`config.mk`:
```
export PLATFORM = sky130hd
export DESIGN_NAME = engineering_data_record_parser_core
export DESIGN_NICKNAME = d
export VERILOG_FILES = /design/src/edrp_pkg.sv /design/src/edrp_parser.sv /design/src/edrp_result_fifo.sv /design/src/engineering_data_record_parser_core.sv
export SDC_FILE = /design/constraint.sdc
export NUM_CORES = 2
export LEC_CHECK = 0
export BUFFER_PORTS_ARGS = -buffer_cell sky130_fd_sc_hd__buf_4
export CORE_AREA = 2 2 202 253
export DETAILED_ROUTE_END_ITERATION = 8
export DIE_AREA = 0 0 204 255
export HOLD_SLACK_MARGIN = 0.05
export PLACE_DENSITY = 0.86
export SLEW_MARGIN = 10
export SYNTH_ARGS = -nofsm -noshare
export SYNTH_HDL_FRONTEND = slang
export SYNTH_SLANG_ARGS = --single-unit
```
`constraint.sdc`:
```
create_clock -name clk -period 14.65 [get_ports clk]
set_input_delay 1.465 -clock clk [delete_from_list [all_inputs] [get_ports clk]]
set_output_delay 1.465 -clock clk [all_outputs]
set_load 0.02 [all_outputs]
```
`src/edrp_pkg.sv`:
```
// shared types, constants and the type-code map for the engineering data record parser
`default_nettype none

package edrp_pkg;

    // result kinds
    localparam logic [2:0] KIND_NAME   = 3'd0;
    localparam logic [2:0] KIND_LABEL  = 3'd1;
    localparam logic [2:0] KIND_HEADER = 3'd2;
    localparam logic [2:0] KIND_DATA   = 3'd3;
    localparam logic [2:0] KIND_DONE   = 3'd4;
    localparam logic [2:0] KIND_ERROR  = 3'd5;

    // error causes
    localparam logic [1:0] CAUSE_NONE      = 2'd0;
    localparam logic [1:0] CAUSE_MALFORMED = 2'd1;
    localparam logic [1:0] CAUSE_EARLY_END = 2'd2;

    // field lengths
    localparam int NAME_LEN      = 20;
    localparam int RCOUNT_DIGITS = 3;
    localparam int LLEN_DIGITS   = 2;
    localparam int DIM_DIGITS    = 4;
    localparam int SIZE_DIGITS   = 1;
    localparam int ECOUNT_DIGITS = 8;
    localparam int UNITS_LEN     = 2;

    // type letters
    localparam logic [7:0] LETTER_ASCII   = 8'h41;
    localparam logic [7:0] LETTER_BINARY  = 8'h42;
    localparam logic [7:0] LETTER_UINT    = 8'h49;
    localparam logic [7:0] LETTER_SINT    = 8'h53;
    localparam logic [7:0] LETTER_REAL    = 8'h52;
    localparam logic [7:0] LETTER_COMPLEX = 8'h43;

    // type codes
    localparam logic [3:0] TC_UNKNOWN = 4'd0;
    localparam logic [3:0] TC_ASCII   = 4'd1;
    localparam logic [3:0] TC_BINARY  = 4'd2;
    localparam logic [3:0] TC_UINT8   = 4'd3;
    localparam logic [3:0] TC_UINT16  = 4'd4;
    localparam logic [3:0] TC_UINT32  = 4'd5;
    localparam logic [3:0] TC_UINT64  = 4'd6;
    localparam logic [3:0] TC_INT8    = 4'd7;
    localparam logic [3:0] TC_INT16   = 4'd8;
    localparam logic [3:0] TC_INT32   = 4'd9;
    localparam logic [3:0] TC_INT64   = 4'd10;
    localparam logic [3:0] TC_FLOAT   = 4'd11;
    localparam logic [3:0] TC_DOUBLE  = 4'd12;
    localparam logic [3:0] TC_CPLX_F  = 4'd13;
    localparam logic [3:0] TC_CPLX_D  = 4'd14;

    // one result item
    typedef struct packed {
        logic [2:0]  kind;
        logic [7:0]  out_byte;
        logic        run_last;
        logic [9:0]  record_number;
        logic [6:0]  label_length;
        logic [13:0] column_count;
        logic [13:0] row_count;
        logic [3:0]  type_code;
        logic [3:0]  element_size;
        logic [15:0] units;
        logic [26:0] element_count;
        logic [1:0]  error_cause;
    } edrp_result_t;

    // results of one accepted byte, in order
    typedef struct packed {
        logic [1:0]   count;
        edrp_result_t first;
        edrp_result_t second;
    } edrp_push_t;

    // map type letter and element size to a type code
    function automatic logic [3:0] edrp_type_code(input logic [7:0] letter,
                                                  input logic [3:0] size);
        logic [3:0] code;
        code = TC_UNKNOWN;
        case (letter)
            LETTER_ASCII:  code = TC_ASCII;
            LETTER_BINARY: code = TC_BINARY;
            LETTER_UINT:
                case (size)
                    4'd1:    code = TC_UINT8;
                    4'd2:    code = TC_UINT16;
                    4'd4:    code = TC_UINT32;
                    4'd8:    code = TC_UINT64;
                    default: code = TC_UNKNOWN;
                endcase
            LETTER_SINT:
                case (size)
                    4'd1:    code = TC_INT8;
                    4'd2:    code = TC_INT16;
                    4'd4:    code = TC_INT32;
                    4'd8:    code = TC_INT64;
                    default: code = TC_UNKNOWN;
                endcase
            LETTER_REAL:
                case (size)
                    4'd4:    code = TC_FLOAT;
                    4'd8:    code = TC_DOUBLE;
                    default: code = TC_UNKNOWN;
                endcase
            LETTER_COMPLEX:
                case (size)
                    4'd4:    code = TC_CPLX_F;
                    4'd8:    code = TC_CPLX_D;
                    default: code = TC_UNKNOWN;
                endcase
            default: code = TC_UNKNOWN;
        endcase
        return code;
    endfunction

endpackage

`default_nettype wire

```
`src/edrp_parser.sv`:
```
// parse state and the per-byte decode step producing up to two results
`default_nettype none

module edrp_parser (
    input  wire logic               clk,
    input  wire logic               rst_n,
    input  wire logic               accept,
    input  wire logic [7:0]         byte_value,
    input  wire logic               first_byte,
    input  wire logic               final_byte,
    output edrp_pkg::edrp_push_t    push
);
    import edrp_pkg::*;

    typedef enum logic [3:0] {
        PH_WAIT, PH_NAME, PH_RCOUNT, PH_LLEN, PH_LABEL, PH_COLS,
        PH_ROWS, PH_TYPE, PH_SIZE, PH_UNITS, PH_ECOUNT, PH_DATA
    } phase_t;

    phase_t      phase_reg,        phase_next;
    logic [4:0]  field_pos_reg,    field_pos_next;
    logic [26:0] acc_reg,          acc_next;
    logic        digit_seen_reg,   digit_seen_next;
    logic        digits_ended_reg, digits_ended_next;
    logic [9:0]  records_total_reg, records_total_next;
    logic [9:0]  record_cnt_reg,   record_cnt_next;
    logic [29:0] bytes_left_reg,   bytes_left_next;
    logic [6:0]  label_len_reg,    label_len_next;
    logic [13:0] columns_reg,      columns_next;
    logic [13:0] rows_reg,         rows_next;
    logic [7:0]  letter_reg,       letter_next;
    logic [3:0]  size_reg,         size_next;
    logic [15:0] units_reg,        units_next;

    edrp_result_t main_res, extra_res;
    logic         main_vld, extra_vld;

    // one decode step
    always_comb
    begin
        logic        restart;
        logic        aborted;
        logic        is_digit;
        logic [4:0]  width;
        logic [26:0] count;
        logic [30:0] product;

        restart  = 1'b0;
        aborted  = 1'b0;
        is_digit = 1'b0;
        width    = 5'(DIM_DIGITS);
        count    = '0;
        product  = '0;
        main_res  = '0;
        extra_res = '0;
        main_vld  = 1'b0;
        extra_vld = 1'b0;

        phase_next         = phase_reg;
        field_pos_next     = field_pos_reg;
        acc_next           = acc_reg;
        digit_seen_next    = digit_seen_reg;
        digits_ended_next  = digits_ended_reg;
        records_total_next = records_total_reg;
        record_cnt_next    = record_cnt_reg;
        bytes_left_next    = bytes_left_reg;
        label_len_next     = label_len_reg;
        columns_next       = columns_reg;
        rows_next          = rows_reg;
        letter_next        = letter_reg;
        size_next          = size_reg;
        units_next         = units_reg;

        // first byte restarts everything
        if (first_byte)
        begin
            phase_next         = PH_NAME;
            field_pos_next     = '0;
            acc_next           = '0;
            digit_seen_next    = 1'b0;
            digits_ended_next  = 1'b0;
            records_total_next = '0;
            record_cnt_next    = '0;
            bytes_left_next    = '0;
            label_len_next     = '0;
            columns_next       = '0;
            rows_next          = '0;
            letter_next        = '0;
            size_next          = '0;
            units_next         = '0;
        end

        case (phase_next)
            PH_WAIT: ;
            PH_NAME:
            begin
                main_vld          = 1'b1;
                main_res.kind     = KIND_NAME;
                main_res.out_byte = byte_value;
                main_res.run_last = (field_pos_next == 5'(NAME_LEN - 1));
                field_pos_next    = field_pos_next + 5'd1;
                if (field_pos_next >= 5'(NAME_LEN))
                begin
                    restart    = 1'b1;
                    phase_next = PH_RCOUNT;
                end
            end
            PH_LABEL, PH_DATA:
            begin
                main_vld               = 1'b1;
                main_res.kind          = (phase_next == PH_LABEL) ? KIND_LABEL : KIND_DATA;
                main_res.out_byte      = byte_value;
                main_res.run_last      = (bytes_left_next == 30'd1);
                main_res.record_number = record_cnt_next;
                if (bytes_left_next != '0)
                    bytes_left_next = bytes_left_next - 30'd1;
                if (bytes_left_next == '0)
                begin
                    restart = 1'b1;
                    if (phase_next == PH_LABEL)
                        phase_next = PH_COLS;
                    else
                    begin
                        // record complete
                        record_cnt_next = record_cnt_next + 10'd1;
                        if (record_cnt_next == records_total_next)
                        begin
                            extra_vld      = 1'b1;
                            extra_res.kind = KIND_DONE;
                            phase_next     = PH_WAIT;
                        end
                        else
                            phase_next = PH_LLEN;
                    end
                end
            end
            PH_TYPE:
            begin
                letter_next = byte_value;
                restart     = 1'b1;
                phase_next  = PH_SIZE;
            end
            PH_UNITS:
            begin
                units_next     = {units_next[7:0], byte_value};
                field_pos_next = field_pos_next + 5'd1;
                if (field_pos_next >= 5'(UNITS_LEN))
                begin
                    restart    = 1'b1;
                    phase_next = PH_ECOUNT;
                end
            end
            default:
            begin
                // decimal fields
                case (phase_next)
                    PH_RCOUNT: width = 5'(RCOUNT_DIGITS);
                    PH_LLEN:   width = 5'(LLEN_DIGITS);
                    PH_SIZE:   width = 5'(SIZE_DIGITS);
                    PH_ECOUNT: width = 5'(ECOUNT_DIGITS);
                    default:   width = 5'(DIM_DIGITS);
                endcase
                is_digit = (byte_value >= 8'h30) && (byte_value <= 8'h39);
                if (!digits_ended_next)
                begin
                    if (is_digit)
                    begin
                        acc_next = (acc_next << 3) + (acc_next << 1)
                                   + {23'd0, byte_value[3:0]};
                        digit_seen_next = 1'b1;
                    end
                    else if (!(byte_value == 8'h20 && !digit_seen_next))
                        digits_ended_next = 1'b1;
                end
                field_pos_next = field_pos_next + 5'd1;
                if (field_pos_next >= width)
                begin
                    if (!digit_seen_next)
                    begin
                        // field with no digit
                        aborted                = 1'b1;
                        main_vld               = 1'b1;
                        main_res.kind          = KIND_ERROR;
                        main_res.record_number = record_cnt_next;
                        main_res.error_cause   = CAUSE_MALFORMED;
                        phase_next             = PH_WAIT;
                    end
                    else
                    begin
                        restart = 1'b1;
                        case (phase_next)
                            PH_RCOUNT:
                            begin
                                records_total_next = acc_next[9:0];
                                record_cnt_next    = '0;
                                if (acc_next[9:0] == '0)
                                begin
                                    main_vld      = 1'b1;
                                    main_res.kind = KIND_DONE;
                                    phase_next    = PH_WAIT;
                                end
                                else
                                    phase_next = PH_LLEN;
                            end
                            PH_LLEN:
                            begin
                                label_len_next  = acc_next[6:0];
                                bytes_left_next = {23'd0, acc_next[6:0]};
                                phase_next = (acc_next[6:0] != '0) ? PH_LABEL : PH_COLS;
                            end
                            PH_COLS:
                            begin
                                columns_next = acc_next[13:0];
                                phase_next   = PH_ROWS;
                            end
                            PH_ROWS:
                            begin
                                rows_next  = acc_next[13:0];
                                phase_next = PH_TYPE;
                            end
                            PH_SIZE:
                            begin
                                size_next  = acc_next[3:0];
                                units_next = '0;
                                phase_next = PH_UNITS;
                            end
                            default:
                            begin
                                // element count completes the header
                                count   = acc_next;
                                product = 31'(size_next) * 31'(count);
                                main_vld               = 1'b1;
                                main_res.kind          = KIND_HEADER;
                                main_res.record_number = record_cnt_next;
                                main_res.label_length  = label_len_next;
                                main_res.column_count  = columns_next;
                                main_res.row_count     = rows_next;
                                main_res.type_code     = edrp_type_code(letter_next, size_next);
                                main_res.element_size  = size_next;
                                main_res.units         = units_next;
                                main_res.element_count = count;
                                bytes_left_next        = product[29:0];
                                if (product[29:0] == '0)
                                begin
                                    record_cnt_next = record_cnt_next + 10'd1;
                                    if (record_cnt_next == records_total_next)
                                    begin
                                        extra_vld      = 1'b1;
                                        extra_res.kind = KIND_DONE;
                                        phase_next     = PH_WAIT;
                                    end
                                    else
                                        phase_next = PH_LLEN;
                                end
                                else
                                    phase_next = PH_DATA;
                            end
                        endcase
                    end
                end
            end
        endcase

        // new field starts clean
        if (restart)
        begin
            field_pos_next    = '0;
            acc_next          = '0;
            digit_seen_next   = 1'b0;
            digits_ended_next = 1'b0;
        end

        // buffer ended before the block did
        if (!aborted && final_byte && phase_next != PH_WAIT)
        begin
            extra_vld               = 1'b1;
            extra_res               = '0;
            extra_res.kind          = KIND_ERROR;
            extra_res.record_number = record_cnt_next;
            extra_res.error_cause   = CAUSE_EARLY_END;
            phase_next              = PH_WAIT;
        end
    end

    // pack results in order, only for an accepted byte
    always_comb
    begin
        push.count  = '0;
        push.first  = main_vld ? main_res : extra_res;
        push.second = extra_res;
        if (accept)
            push.count = {1'b0, main_vld} + {1'b0, extra_vld};
    end

    // state registers
    always_ff @(posedge clk or negedge rst_n)
    begin
        if (!rst_n)
        begin
            phase_reg         <= PH_WAIT;
            field_pos_reg     <= '0;
            acc_reg           <= '0;
            digit_seen_reg    <= 1'b0;
            digits_ended_reg  <= 1'b0;
            records_total_reg <= '0;
            record_cnt_reg    <= '0;
            bytes_left_reg    <= '0;
            label_len_reg     <= '0;
            columns_reg       <= '0;
            rows_reg          <= '0;
            letter_reg        <= '0;
            size_reg          <= '0;
            units_reg         <= '0;
        end
        else if (accept)
        begin
            phase_reg         <= phase_next;
            field_pos_reg     <= field_pos_next;
            acc_reg           <= acc_next;
            digit_seen_reg    <= digit_seen_next;
            digits_ended_reg  <= digits_ended_next;
            records_total_reg <= records_total_next;
            record_cnt_reg    <= record_cnt_next;
            bytes_left_reg    <= bytes_left_next;
            label_len_reg     <= label_len_next;
            columns_reg       <= columns_next;
            rows_reg          <= rows_next;
            letter_reg        <= letter_next;
            size_reg          <= size_next;
            units_reg         <= units_next;
        end
    end

endmodule

`default_nettype wire

```
`src/edrp_result_fifo.sv`:
```
// four-entry result queue taking up to two results per cycle
`default_nettype none

module edrp_result_fifo (
    input  wire logic                 clk,
    input  wire logic                 rst_n,
    input  wire edrp_pkg::edrp_push_t push,
    input  wire logic                 pop,
    output edrp_pkg::edrp_result_t    head,
    output logic                      not_empty,
    output logic                      room_for_two
);
    import edrp_pkg::*;

    edrp_result_t mem_reg [4];
    logic [1:0]   wr_ptr_reg, wr_ptr_next;
    logic [1:0]   rd_ptr_reg, rd_ptr_next;
    logic [2:0]   count_reg,  count_next;

    // pointer and fill arithmetic
    always_comb
    begin
        wr_ptr_next = wr_ptr_reg + push.count;
        rd_ptr_next = rd_ptr_reg + {1'b0, pop};
        count_next  = count_reg + {1'b0, push.count} - {2'b00, pop};
    end

    assign head         = mem_reg[rd_ptr_reg];
    assign not_empty    = (count_reg != '0);
    assign room_for_two = (count_reg <= 3'd2);

    // storage
    always_ff @(posedge clk)
    begin
        if (push.count != '0)
            mem_reg[wr_ptr_reg] <= push.first;
        if (push.count == 2'd2)
            mem_reg[wr_ptr_reg + 2'd1] <= push.second;
    end

    // control
    always_ff @(posedge clk or negedge rst_n)
    begin
        if (!rst_n)
        begin
            wr_ptr_reg <= '0;
            rd_ptr_reg <= '0;
            count_reg  <= '0;
        end
        else
        begin
            wr_ptr_reg <= wr_ptr_next;
            rd_ptr_reg <= rd_ptr_next;
            count_reg  <= count_next;
        end
    end

endmodule

`default_nettype wire

```
`src/engineering_data_record_parser_core.sv`:
```
// top level of the engineering data record parser
`default_nettype none

//  channel  | valid         | stall         | payload
//  ---------+---------------+---------------+--------------------------------------------
//  bytes in | byte_valid    | byte_stall    | byte_value, first_byte, final_byte
//  results  | result_valid  | result_stall  | kind, out_byte, run_last, record_number, ...
//
//  one byte per cycle is decoded on transfer; its results enter a four-entry queue
//  and appear on the result port from the next cycle, one result per transfer.
//  a byte can produce two results, so a steady run of such bytes
//  is limited by the single result port.
//  byte_stall rises when the queue has room for fewer than two results.
//  reset returns the parser to waiting for a first byte and empties the queue.

module engineering_data_record_parser_core (
    input  wire logic        clk,
    input  wire logic        rst_n,
    input  wire logic        byte_valid,
    output logic             byte_stall,
    input  wire logic [7:0]  byte_value,
    input  wire logic        first_byte,
    input  wire logic        final_byte,
    output logic             result_valid,
    input  wire logic        result_stall,
    output logic [2:0]       kind,
    output logic [7:0]       out_byte,
    output logic             run_last,
    output logic [9:0]       record_number,
    output logic [6:0]       label_length,
    output logic [13:0]      column_count,
    output logic [13:0]      row_count,
    output logic [3:0]       type_code,
    output logic [3:0]       element_size,
    output logic [15:0]      units,
    output logic [26:0]      element_count,
    output logic [1:0]       error_cause
);
    import edrp_pkg::*;

    edrp_push_t   push;
    edrp_result_t head;
    logic         accept;
    logic         pop;
    logic         not_empty;
    logic         room_for_two;

    // handshakes
    assign byte_stall   = !room_for_two;
    assign accept       = byte_valid && room_for_two;
    assign result_valid = not_empty;
    assign pop          = not_empty && !result_stall;

    // decode
    edrp_parser u_parser (
        .clk        (clk),
        .rst_n      (rst_n),
        .accept     (accept),
        .byte_value (byte_value),
        .first_byte (first_byte),
        .final_byte (final_byte),
        .push       (push)
    );

    // result queue
    edrp_result_fifo u_fifo (
        .clk          (clk),
        .rst_n        (rst_n),
        .push         (push),
        .pop          (pop),
        .head         (head),
        .not_empty    (not_empty),
        .room_for_two (room_for_two)
    );

    // result fields
    assign kind          = head.kind;
    assign out_byte      = head.out_byte;
    assign run_last      = head.run_last;
    assign record_number = head.record_number;
    assign label_length  = head.label_length;
    assign column_count  = head.column_count;
    assign row_count     = head.row_count;
    assign type_code     = head.type_code;
    assign element_size  = head.element_size;
    assign units         = head.units;
    assign element_count = head.element_count;
    assign error_cause   = head.error_cause;

endmodule

`default_nettype wire
```
==> metrics list <==
- Level count of the clock H-tree: 2
- Derived from the worst setup path, the maximum achievable clock frequency is between 70 and 80 MHz.
* Filler Cells Inserted: 3464
- For this design the static power due to leakage is 14.2 nW.
- Hold violation count in the final report: 0
- Horizontal die dimension: 204 um
- In this run, post-CTS repair resized a total of 0 instances.
- The cell sitting at the root of the clock tree is a sky130_fd_sc_hd__clkbuf_16.
- Internal power comes to around 3 mW.
- Max capacitance violation total: 0
* CTS clock-pin slew for the worst setup and hold paths: about 0.070 ns
- Area occupied by multi-input gates: 0.0173 mm2
- In this run the core area contains 92 standard-cell rows.
- Number of detailed-routing iterations run before antenna repair: 6
- Post-Route WL: around 100000 um
* Vert. Die Dim: ~260 um
- On the final layout, the worst clock skew is between 0.015 and 0.02 ns.
- Storage element area: between 0.01 and 0.015 mm2
* Worst max-slew margin expressed relative to the limit: approximately 9%
- Setup violations remaining at the end of the flow were counted as 0.
* Avg Inst Size Synth: between 9 and 10 um2
- Summing every instance area after synthesis gives around 0.032 mm2.
- In this run, the clock network consumes between 30% and 40% of the power.
* Count of flip-flops with a built-in enable after synthesis: 52
* Number of hold-repair buffers added at the cts stage: 0
- Tightest Hold Check Type: flip-flop to flip-flop
- Global-route wire length before repair: 153000 um
- The total overflow left after global routing is 0.
* Die footprint: roughly 0.052 mm2
- Synthesis inferred about 600 register bits.
* Half-perimeter wire length after detailed placement: about 65000 um
* IR drop worst, VDD: ~0.10 mV
* Later-pin clock latency in the skew report: ~0.63 ns
- Vias in the first global route: approximately 28000
- Relative contribution of combinational cells to total power: around 22%
* Buffer depth of the longest clock path: 3
* Most used flip-flop cell after synthesis: sky130_fd_sc_hd__dfxtp_1
- The detailed router finished its first iteration with ~3300 violations.
- Placer congestion estimate: 1.02
- The number of setup buffers added after CTS is 0.
- Sequential share of power: 42.8%
* Proportion of layout cells with a drive suffix above 1: about an eighth
- The number of placed instances, taps included, is around 3800.
- The flow ran to the end, and the final reports show no timing, DRC or antenna violations.
- For the final routed database, the setup TNS stands at 0 ns.
- The biggest area contributor in the post-synthesis netlist is sky130_fd_sc_hd__dfxtp_1.
* Top Ports: about 130
* Number of non-filler instances in the completed layout: ~3900
* DRC Markers: 0
* Post-detailed-route count of antenna-violating nets: 0
- Dividing the detail-routed via count by the number of cells gives a little over 7.
- Most repeated cell in the gate-level netlist after synthesis: sky130_fd_sc_hd__dfxtp_1
* Worst setup EP type: flip-flop
- The cell count after synthesis came out at approximately 3200.
* Maximum number of pins on one net before global-route repair: 100
* Fraction of post-synthesis cell area in the top cell type by area: between 20 and 25%
- For this configuration, the core starts out at a cell density of between 60% and 70%.
- Clock tree from TritonCTS: built
- Buffers inserted during clock tree synthesis total 55.
- Maximum fanout count along the critical path: 54
* Pre-CTS setup slack: 1.58 ns
* Final critical path time including I/O delays and setup: ~13 ns
* Ant diodes: 0
- Unrepaired setup endpoints after global routing: no
- Area added between synthesis and finish: 9.82%
* Total nets after synthesis: 3399
- During synthesis, Yosys emitted a total of 0 warnings.
* Final #Nets: ~3400
* Fin util: between 70% and 80%
- The number of antenna violations at the first check in global routing came to 1.
- Setup Crit Path Kind: input port to flip-flop
* Biggest cell delay along the critical path: between 0.7 and 0.8 ns
- Power per unit of standard cell area: ~120 mW/mm2
* Startpoint Class: input port
* Total power of the final layout: 4.35 mW
- The number of different library cells used by synthesis comes to roughly 100.
* Max stage delay cell, worst path: sky130_fd_sc_hd__and2_4
- The floorplan step defined a core boundary enclosing between 0.04 and 0.05 mm2.
- The cell that appears most often on the critical path is sky130_fd_sc_hd__o21ai_0.
* Switching share of total power: about a third
- Max FFs per register: between 400 and 500
- Reported net switching power: roughly 1.4 mW
- Clock sink count: between 500 and 600
- Sequential area share after synthesis: a little over 40%
- Final clock period utilization by the worst path: ~87%
* Crit path arrival time: between 10 and 15 ns
* Top cells by area, synth: sky130_fd_sc_hd__dfxtp_1 24%, sky130_fd_sc_hd__dfrtp_1 12%, sky130_fd_sc_hd__a22o_1 8.2%, sky130_fd_sc_hd__mux4_2 7.8%, sky130_fd_sc_hd__edfxtp_1 4.9%
* IO buf count: approximately 130
- Global routing used a little under two fifths of the available tracks.
- Once routing completed, OpenROAD measured the worst setup slack at 1.90 ns.
- The max-slew violation total from the final report was 0.
- Of all flip-flops after synthesis, the portion carrying an async set or reset was a little over a quarter.
- Commonest cells in the synthesized netlist: 388 x sky130_fd_sc_hd__dfxtp_1, 351 x sky130_fd_sc_hd__nand2_1, 299 x sky130_fd_sc_hd__a22o_1
- Actual transition at the worst max-transition pin: approximately 1.4 ns
* Required time reported for the critical path endpoint: between 15 and 20 ns
- In the final routed layout, each cell accounts on average for between 20 and 25 um.
- Summing over every cut layer, the via total after detailed routing is ~28000.
[worst max-delay path, delay by kind of cell]
kind                     cells  cell delay (ns)
XOR/XNOR                     3             0.42
adder cells (fa/ha/maj)      6             2.55
buffers and inverters        4             0.93
AO/OA/AOI/OAI               17             3.98
AND/OR/NAND/NOR             10             3.84
[per-stage QoR]
step                      instance area [um2]  hold slack (ns)
after floorplan                         32000            0.420
after global placement                  33200            0.428
after detailed placement                33200            0.440
after CTS                               35100            0.455
after global routing                    35100            0.474
final                                   35100            0.453
[power by group through the flow]
stage	sequential, mW	combinational, mW	clock, mW
floorplan	1.80	0.746	0
global placement	1.88	0.930	0
detailed placement	1.89	0.950	0
CTS	1.86	0.959	1.52
global route	1.87	1.03	1.58
finish	1.86	0.970	1.52
[cell usage in the layout (no fill, tap or decap), types with 102 or more instances in the layout]
master | synthesis | routed
sky130_fd_sc_hd__o21ai_0 | 274 | 272
sky130_fd_sc_hd__nand2_1 | 351 | 350
sky130_fd_sc_hd__buf_4 | 1 | 165
sky130_fd_sc_hd__dfrtp_1 | 158 | 156
sky130_fd_sc_hd__nor2_1 | 185 | 177
sky130_fd_sc_hd__dfxtp_1 | 388 | 388
sky130_fd_sc_hd__inv_1 | 123 | 123
sky130_fd_sc_hd__a22o_1 | 299 | 299
sky130_fd_sc_hd__mux4_2 | 110 | 110
sky130_fd_sc_hd__a21oi_1 | 102 | 102
[path summary, 6_finish.rpt]
kind                                        startpoint                          end  slack (ns)  depth (start not counted)
max in group asynchronous                        rst_n  u_parser.bytes_left_reg[13]       12.23                          2
worst max register to register     u_parser.acc_reg[0]        u_fifo.mem_reg[3][15]        2.67                         39
min in group asynchronous                        rst_n       u_parser.units_reg[13]        0.94                          1
worst min-delay path            u_fifo.mem_reg[2][108]       u_fifo.mem_reg[2][108]        0.45                          2
worst max-delay path                        first_byte        u_fifo.mem_reg[3][15]        1.90                         40
worst min register to register  u_fifo.mem_reg[2][108]       u_fifo.mem_reg[2][108]        0.45                          2
[layout make-up]
cell class                      instances  area share, %
Inverter                              128           1.37
Tap cell                              658           2.35
Multi-Input combinational cell       2271           49.3
Sequential cell                       598           37.9
Clock buffer                           77           4.60
Clock inverter                         25          0.856
Timing Repair Buffer                  167           3.62
[metal layers]
| layer | up-vias | track usage, % | part of all wire, % |
|---|---|---|---|
| met1 | 13658 | 45.0 | 36 |
| met3 | 418 | 6.77 | 9.3 |
| met2 | 1792 | 63.1 | 49 |
| li1 | 11966 | - | - |
| met4 | 2 | 19.9 | 5.5 |
| met5 | - | 0 | 0.013 |
[logic make-up (layout without fill, tap and decap cells)]
logic type               Yosys count  in the layout  share of synthesized area, %
flip-flops                       598            598                          41.6
adder cells (fa/ha/maj)          148            148                          7.02
buffers and inverters            368            397                          4.49
AO/OA/AOI/OAI                   1054           1054                          23.7
AND/OR/NAND/NOR                  860            860                          12.7
XOR/XNOR                          86             86                          2.36
multiplexers                     123            123                          8.17
Power figures use the tool's default switching activity.
